`config.mk`:
```
export PLATFORM = sky130hd
export DESIGN_NAME = multi_channel_health_watchdog_unit
export DESIGN_NICKNAME = d
export VERILOG_FILES = /design/src/rtl/core/mchw_pkg.sv /design/src/rtl/core/mchw_chan_chk.sv /design/src/rtl/core/multi_channel_health_watchdog_unit.sv
export SDC_FILE = /design/constraint.sdc
export NUM_CORES = 1
export LEC_CHECK = 0
export BUFFER_PORTS_ARGS = -buffer_cell sky130_fd_sc_hd__buf_2
export CORE_ASPECT_RATIO = 0.6
export CORE_UTILIZATION = 56
export DETAILED_ROUTE_END_ITERATION = 10
export PLACE_DENSITY = 0.77
export SLEW_MARGIN = 20
export SYNTH_ARGS = -nofsm -noshare
export SYNTH_HDL_FRONTEND = slang
export SYNTH_SLANG_ARGS = --single-unit
```
`constraint.sdc`:
```
create_clock -name clk -period 6.47 [get_ports clk]
set_input_delay 1.294 -clock clk [delete_from_list [all_inputs] [get_ports clk]]
set_output_delay 1.294 -clock clk [all_outputs]
set_load 0.1 [all_outputs]
```
`src/rtl/core/mchw_pkg.sv`:
```
// Shared types and constants for the multi-channel health watchdog.
// No dependencies; used by mchw_chan_chk and the top level.
`default_nettype none

package mchw_pkg;

  localparam int unsigned NUM_CH   = 3;
  localparam int unsigned CH_W     = 2;
  localparam int unsigned LIMIT_W  = 32;
  localparam int unsigned NUM_REGS = 2 * NUM_CH;
  localparam int unsigned CFG_IDX_W = 3;

  localparam logic [LIMIT_W-1:0] LIMIT_FAST = 32'd500;
  localparam logic [LIMIT_W-1:0] LIMIT_SLOW = 32'd1000;

  typedef enum logic [1:0] {
    REQ_TICK   = 2'd0,
    REQ_BEAT   = 2'd1,
    REQ_REPORT = 2'd2
  } req_type_t;

endpackage

`default_nettype wire

```
`src/rtl/core/mchw_chan_chk.sv`:
```
// Health check of one channel: heartbeat age, function flag and report age.
// Depends on mchw_pkg for the limit width.
`default_nettype none

module mchw_chan_chk #(
  parameter int unsigned TICK_WIDTH = 32
) (
  input  wire logic [TICK_WIDTH-1:0]       tick_now,
  input  wire logic [TICK_WIDTH-1:0]       beat_stamp,
  input  wire logic [TICK_WIDTH-1:0]       report_stamp,
  input  wire logic                        report_ok,
  input  wire logic [mchw_pkg::LIMIT_W-1:0] hb_limit,
  input  wire logic [mchw_pkg::LIMIT_W-1:0] fn_limit,
  output logic                             healthy
);

  localparam int unsigned CMP_W =
      (TICK_WIDTH > mchw_pkg::LIMIT_W) ? TICK_WIDTH : mchw_pkg::LIMIT_W;

  logic [TICK_WIDTH-1:0] beat_age;
  logic [TICK_WIDTH-1:0] report_age;
  logic                  beat_late;
  logic                  report_late;

  // Ages wrap modulo the counter width, so a plain subtraction suffices.
  assign beat_age    = tick_now - beat_stamp;
  assign report_age  = tick_now - report_stamp;
  assign beat_late   = CMP_W'(beat_age) > CMP_W'(hb_limit);
  assign report_late = CMP_W'(report_age) > CMP_W'(fn_limit);
  assign healthy     = !beat_late && report_ok && !report_late;

endmodule

`default_nettype wire

```
`src/rtl/core/multi_channel_health_watchdog_unit.sv`:
```
// Top level of the three-channel heartbeat and function-report watchdog.
// Depends on mchw_pkg and mchw_chan_chk.
//
// Each accepted request (a tick, a heartbeat or a function report) updates the
// tick counter or the channel's time stamps at the edge that accepts it, and
// one result follows: all_healthy, set when every channel's heartbeat age and
// report age are within their limits and its last function flag was good.
// Acceptance loads the state registers and chk_valid_r; three parallel channel
// checks, two subtracts and compares each, feed the result register, so a new
// request is taken every cycle unless the output stalls. Timeout registers are
// written via the plain write port by the user, only while idle; not enforced.
`default_nettype none

module multi_channel_health_watchdog_unit #(
  parameter int unsigned TICK_WIDTH = 32
) (
  input  wire logic                              clk,
  input  wire logic                              rst_n,
  input  wire logic                              in_tvalid,
  output logic                                   in_tready,
  input  wire logic [7:0]                        in_tdata,  // chan_index[1:0], status_good[2]
  input  wire logic [1:0]                        in_tuser,  // req_type[1:0]
  output logic                                   out_tvalid,
  input  wire logic                              out_tready,
  output logic [7:0]                             out_tdata, // all_healthy[0]
  input  wire logic                              cfg_we,
  input  wire logic [mchw_pkg::CFG_IDX_W-1:0]    cfg_index,
  input  wire logic [mchw_pkg::LIMIT_W-1:0]      cfg_wdata
);

  localparam int unsigned NCH = mchw_pkg::NUM_CH;

  logic [TICK_WIDTH-1:0]            tick_r;
  logic [TICK_WIDTH-1:0]            beat_r   [NCH];
  logic [TICK_WIDTH-1:0]            rpt_r    [NCH];
  logic                             ok_r     [NCH];
  logic [mchw_pkg::LIMIT_W-1:0]     hb_lim_r [NCH];
  logic [mchw_pkg::LIMIT_W-1:0]     fn_lim_r [NCH];

  logic                             chk_valid_r;
  logic                             out_valid_r;
  logic                             healthy_r;
  logic                             healthy_nxt;
  logic [NCH-1:0]                   ch_ok;

  logic                             in_acc;
  logic                             chk_adv;
  logic [mchw_pkg::CH_W-1:0]        in_ch;
  logic                             in_good;
  mchw_pkg::req_type_t              in_req;
  logic [mchw_pkg::CH_W-1:0]        cfg_ch;

  assign in_ch   = in_tdata[1:0];
  assign in_good = in_tdata[2];
  assign in_req  = mchw_pkg::req_type_t'(in_tuser);
  assign cfg_ch  = cfg_index[mchw_pkg::CFG_IDX_W-1:1];

  assign chk_adv   = chk_valid_r && (!out_valid_r || out_tready);
  assign in_tready = !chk_valid_r || chk_adv;
  assign in_acc    = in_tvalid && in_tready;

  always_ff @(posedge clk) begin
    if (!rst_n) begin
      tick_r <= '0;
      for (int i = 0; i < NCH; i++) begin
        beat_r[i] <= '0;
        rpt_r[i]  <= '0;
        ok_r[i]   <= 1'b1;
      end
      hb_lim_r[0] <= mchw_pkg::LIMIT_FAST;
      fn_lim_r[0] <= mchw_pkg::LIMIT_FAST;
      hb_lim_r[1] <= mchw_pkg::LIMIT_FAST;
      fn_lim_r[1] <= mchw_pkg::LIMIT_FAST;
      hb_lim_r[2] <= mchw_pkg::LIMIT_SLOW;
      fn_lim_r[2] <= mchw_pkg::LIMIT_SLOW;
    end else begin
      if (cfg_we && (cfg_index < mchw_pkg::CFG_IDX_W'(mchw_pkg::NUM_REGS))) begin
        if (cfg_index[0]) begin
          fn_lim_r[cfg_ch] <= cfg_wdata;
        end else begin
          hb_lim_r[cfg_ch] <= cfg_wdata;
        end
      end
      if (in_acc) begin
        case (in_req)
          mchw_pkg::REQ_TICK: begin
            tick_r <= tick_r + 1'b1;
          end
          mchw_pkg::REQ_BEAT: begin
            if (in_ch < mchw_pkg::CH_W'(NCH)) begin
              beat_r[in_ch] <= tick_r;
            end
          end
          mchw_pkg::REQ_REPORT: begin
            if (in_ch < mchw_pkg::CH_W'(NCH)) begin
              rpt_r[in_ch] <= tick_r;
              ok_r[in_ch]  <= in_good;
            end
          end
          default: begin
          end
        endcase
      end
    end
  end

  for (genvar g = 0; g < NCH; g++) begin : g_chk
    mchw_chan_chk #(
      .TICK_WIDTH(TICK_WIDTH)
    ) u_chk (
      .tick_now    (tick_r),
      .beat_stamp  (beat_r[g]),
      .report_stamp(rpt_r[g]),
      .report_ok   (ok_r[g]),
      .hb_limit    (hb_lim_r[g]),
      .fn_limit    (fn_lim_r[g]),
      .healthy     (ch_ok[g])
    );
  end

  assign healthy_nxt = &ch_ok;

  always_ff @(posedge clk) begin
    if (!rst_n) begin
      chk_valid_r <= 1'b0;
      out_valid_r <= 1'b0;
    end else begin
      if (in_acc) begin
        chk_valid_r <= 1'b1;
      end else if (chk_adv) begin
        chk_valid_r <= 1'b0;
      end
      if (chk_adv) begin
        out_valid_r <= 1'b1;
      end else if (out_tready) begin
        out_valid_r <= 1'b0;
      end
    end
  end

  always_ff @(posedge clk) begin
    if (chk_adv) begin
      healthy_r <= healthy_nxt;
    end
  end

  assign out_tvalid = out_valid_r;
  assign out_tdata  = {7'b0, healthy_r};

endmodule

`default_nettype wire

```
==> results.toml, run 1 <==
[routing]
dr.pass1.iters = 6
avgViaCountPerCell = 5.98
vias = 23484
routed_wl_um = 80700
drt_iter0_markers = 2450
antenna_left = 0
wl_per_cell_um = 20.6
remaining_drc_errors = 0

[die]
coreArea_um2 = 53100
dieArea_um2 = 55300
ios = 60
start_util_pct = 57.3
die_width_um = 303
die_y_um = 183
num_rows = 65

[timing]
hold_viol_final = 0
fin_crit_ns = 5.58
fmax_ghz = 0.179
skew_ns = 0.0195
rsz0062_at_grt = "no"
relSlewSlack_pct = 31.8
finalSetupViolCount = 0
post-route-period-util_pct = 86.2
finalSetupTns_ns = 0
maxSlewViolCount = 0
worstMarginPinSlew_ns = 1.02

[yosys]
synthTopCellsByArea = "edfxtp_1 38%, ha_1 16%, and2_1 7.5%"
synth_flop_cell = "edfxtp_1"
yosys_warnings = 0
synth_top_area_share_pct = 38.3
synth_top_family_by_area = "simple AND/OR/NAND/NOR gates"
ys_ff_latch = 422
synth-xor-area-share_pct = 5.24
async_flop_share_pct = 0
synth_edf_count = 388
yosysSeqAreaShare_pct = 40.5
synth_fa_ha_area_share_pct = 16.0
yosys.area_share.simple_pct = 17.2
synth_area_um2 = 30400
yosys.area.top_type = "edfxtp_1"
netlist_instances = 3105
synth_compound_area_share_pct = 14.8
synth_cell_types = 81
synthMuxAreaShare_pct = 0.0370
synth_area_per_cell_um2 = 9.80

[clock_tree]
htree_num_levels = 2
numClockSinks = 422
clkLatencyLatePin_ns = 0.57
cts_resized = 0
clk_pin_slew_worst_paths_ns = 0.07
clock-root-buffer = "clkbuf_16"
postCtsSetupRepairBufs = 0
cts_tree = "done"
clk_path_buf_depth = 3
numCtsBuffers = 43
cts_hold_buf = 0

[run_status]
status = "completed"

[setup_path]
max_stage_delay_ns = 0.43
worstSetupEndpointType = "flip-flop"
rr_worst_depth = 21
cp.depth = 21
crit_family = "simple AND/OR/NAND/NOR gates"
crit_buf_inv = 3
path_class = "reg -> reg"
slowest_stage = "or3_1"
crit_chain = "clkinv_1 > buf_4 > ha_1 > inv_1 > fa_1 > a211oi_1 > o21ai_0 > nand4b_1 > nand3_1 > a31oi_1 > o31a_1 > o21ai_0 > a211oi_1 > xnor2_1 > ha_1 > nand4_1 > or3_1 > nor3_1 > o2111ai_1 > or3_1 > nor4_1"
cp-start-kind = "flip-flop"
crit_required_ns = 6.85
path_max_fanout = 8
crit_arrival_ns = 5.96

[cells_and_area]
syn2layout_area_growth_pct = 9.17
instances_no_fill = 3928
most-common-layout-cells = "415 x inv_1, 388 x edfxtp_1, 379 x ha_1, 367 x and2_1, 189 x a21oi_1"
final_common_cell = "inv_1"
final_nets = 3622
drive_gt1_share_pct = 6.34
ff_latch_area_um2 = 12300
multi_input_area_um2 = 16300
fill_cells = 4282
final_util_pct = 62.5
design_area_um2 = 33200

[global_route]
busiest_layer = "met2"
first_global_vias = 22619
grt_pass1_wl_um = 125000
grt_use_met1_pct = 43.5
use_met2_pct = 44.0
grt_overflow = 0
groute.usage.overall_pct = 29.3
antenna_found_initial = 12
grt_max_degree = 42
use_met3_pct = 4.40

[pwr]
powerDensity_nw_per_um2 = 195
leakagePower_nw = 15.5
ir_drop_mv = 0.191

[min_path]
hp-class = "reg -> reg"
hold_depth = 1

[run]
cap_violations = 0

[place]
port_buffers = 47
dpl.cell_count = 3842
place_congestion = 0.970
placed_area_um2 = 31800
hpwl_um = 61300
## metrics by stage
| step | power, mW | hold WS (ns) | setup WS, ns |
|---|---|---|---|
| floorplan | 3.80 | 0.455 | 1.00 |
| global placement | 4.00 | 0.465 | 1.19 |
| detailed placement | 4.06 | 0.487 | 0.968 |
| CTS | 6.48 | 0.503 | 0.948 |
| global route | 6.71 | 0.516 | 0.416 |
| finish | 6.48 | 0.506 | 0.890 |
## final cells by class
type,count,share of cell area (%)
clock inverters,20,0.422
diodes,7,0.0527
flip-flops and latches,422,37.1
repair buffers,107,2.31
well taps,703,2.65
inverters,416,4.70
multi-input cells,2197,49.2
clock buffers,56,3.58
## path summary, 6_finish.rpt
| kind | from | end | slack [ns] |
|---|---|---|---|
| max | tick_r[0] | healthy_r | 0.89 |
| min | chk_valid_r | out_tvalid | 0.51 |
| max reg2reg | tick_r[0] | healthy_r | 0.89 |
| min reg2reg | chk_valid_r | out_tvalid | 0.51 |
## power by group
part	total (mW)	switching (mW)	internal [mW]
Clock	2.46	1.12	1.34
Sequential	3.16	0.0437	3.11
Combinational	0.865	0.542	0.323
Total	6.48	1.71	4.78
## sequential cells by signal, indices dropped and copies added, names as in the netlist
name,count
tick_r,32
ok_r,3
chk_valid_r,1
beat_r,96
healthy_r,1
hb_lim_r,96
fn_lim_r,96
rpt_r,96
out_tvalid,1
## cells by family (layout without fill, tap and decap cells)
kind of cell,Yosys count,after routing
multiplexers,1,1
AO/OA/AOI/OAI,686,686
XOR/XNOR,182,182
AND/OR/NAND/NOR,936,936
flip-flops,422,422
buffers and inverters,492,599
other,1,14
adder cells (fa/ha/maj),385,385
## cells in the mapped netlist, types with 43 or more instances
cell	number
inv_1	415
nand2_1	92
ha_1	379
xor2_1	58
a21o_1	150
nor3_1	46
clkbuf_1	66
and2_1	367
o21ai_0	115
nand4_1	58
o21a_1	43
xnor2_1	124
a21oi_1	189
edfxtp_1	388
or3_1	51
nor2_1	138
## per-layer routing
metal / up-vias / routed length (um)
li1: 11147 / -
met2: 1041 / 34000
met3: 136 / 8020
met1: 11158 / 36700
met4: 2 / 2030
met5: - / 13
Note: power is estimated with default switching activity, not from simulation.
==> run 2: changes to the inputs <==
- RECOVER_POWER: not set -> 25
==> run 2 against run 1 <==
The flow now finishes with violations (max-capacitance violations, max-slew violations). First-iteration DRC count decreased by 0.12%. Final area decreased by 0.18%. Non-clock buffer count unchanged. Combinational power about the same. Count of clock-buffer cells in the layout unchanged. Critical path depth unchanged. Fmax decreased by 0.86%. Clock skew increased by 0.0021 ns. Total power about the same. Clock power about the same. Sequential share of layout area increased by 0.067 points. Cell count decreased by 0.10%. Largest power group unchanged. Highest routed layer unchanged.
==> results.toml, run 2 (synthesized netlist as in run 1, its figures left out) <==
[min_path]
hp-class = "reg -> reg"

[cells_and_area]
final_nets = 3622
fill_cells = 4296
multi_input_area_um2 = 16300
most-common-layout-cells = "415 x inv_1, 388 x edfxtp_1, 379 x ha_1, 316 x and2_1, 189 x a21oi_1"
syn2layout_area_growth_pct = 8.97
final_common_cell = "inv_1"
ff_latch_area_um2 = 12300
drive_gt1_share_pct = 5.97

[setup_path]
crit_family = "simple AND/OR/NAND/NOR gates"
max_stage_delay_ns = 0.44
crit_arrival_ns = 6.00
cp-start-kind = "flip-flop"
crit_required_ns = 6.84
path_max_fanout = 8
path_class = "reg -> reg"
worstSetupEndpointType = "flip-flop"
crit_buf_inv = 3
crit_chain = "clkinv_1 > buf_4 > ha_1 > inv_1 > fa_1 > a211oi_1 > o21ai_0 > nand4b_1 > nand3_1 > a31oi_1 > o31a_1 > o21ai_0 > a211oi_1 > xnor2_1 > ha_1 > nand4_1 > or3_1 > nor3_1 > o2111ai_1 > or3_1 > nor4_1"
slowest_stage = "or3_1"

[clock_tree]
numCtsBuffers = 43
clk_pin_slew_worst_paths_ns = 0.07
clkLatencyLatePin_ns = 0.57
cts_tree = "done"
postCtsSetupRepairBufs = 0
clock-root-buffer = "clkbuf_16"
cts_hold_buf = 0
clk_path_buf_depth = 3
htree_num_levels = 2
cts_resized = 0
numClockSinks = 422

[place]
hpwl_um = 61300
dp_slack_ns = 0.968
place_congestion = 0.970
port_buffers = 47

[routing]
avgViaCountPerCell = 5.99
remaining_drc_errors = 0
wl_per_cell_um = 20.6
routed_wl_um = 81000
antenna_left = 0
drt_iter0_markers = 2447
vias = 23493
dr.pass1.iters = 8

[timing]
finalSetupViolCount = 0
worstMarginPinSlew_ns = 2.37
relSlewSlack_pct = -59.9
post-route-period-util_pct = 87.0
maxSlewViolCount = 91
fmax_ghz = 0.178
finalSetupTns_ns = 0
rsz0062_at_grt = "no"
skew_ns = 0.0216
fin_crit_ns = 5.63
hold_viol_final = 0
setup_ws_ns = 0.841

[run_status]
status = "finished with violations"
violations = "max-capacitance violations, max-slew violations"

[die]
dieArea_um2 = 55300
die_width_um = 303
num_rows = 65
ios = 60
coreArea_um2 = 53100
die_y_um = 183
start_util_pct = 57.3

[pwr]
leakagePower_nw = 15.4
power_mw = 6.48
powerDensity_nw_per_um2 = 196
ir_drop_mv = 0.192

[global_route]
antenna_found_initial = 13
groute.usage.overall_pct = 29.3
first_global_vias = 22619
grt_pass1_wl_um = 125000
grt_overflow = 0
grt_max_degree = 42

[run]
cap_violations = 3
==> run 2: where the power goes <==
group / switching, mW / internal, mW / total (mW)
combinational: 0.542 / 0.321 / 0.863
clock: 1.12 / 1.34 / 2.46
sequential: 0.0439 / 3.11 / 3.16
==> run 2: area by class of cell <==
cell class                 count  share of cell area, %
antenna                        3                 0.0226
clock buffer                  56                   3.58
clock inverter                20                  0.423
inverter                     416                   4.71
multi-input combinational   2197                   49.2
sequential                   422                   37.2
tap                          703                   2.65
timing repair buffer         107                   2.20
==> run 2: layer usage <==
metal | vias up | wire length (um) | global-route usage [%]
li1 | 11142 | - | -
met1 | 11184 | 37300 | 43.5
met4 | 2 | 2160 | 8.22
met3 | 156 | 7660 | 4.40
met5 | - | 13 | 0
met2 | 1009 | 33900 | 44.0
==> run 2: path summary, 6_finish.rpt <==
path,cells after the start,from,slack (ns),to
min reg2reg,1,chk_valid_r,0.52,out_tvalid
max reg2reg,21,tick_r[0],0.84,healthy_r
min,1,chk_valid_r,0.52,out_tvalid
max,21,tick_r[0],0.84,healthy_r
==> run 2: metrics by stage <==
step / hold slack (ns) / instances / util, % / instance area (um^2)
after floorplan: 0.455 / 3111 / - / 30400
after global placement: 0.465 / 3841 / 59.8 / 31800
after detailed placement: 0.487 / 3842 / 59.8 / 31800
after CTS: 0.503 / 3918 / 62.3 / 33100
after global routing: 0.516 / 3923 / 62.4 / 33100
final: 0.518 / 3924 / 62.4 / 33100
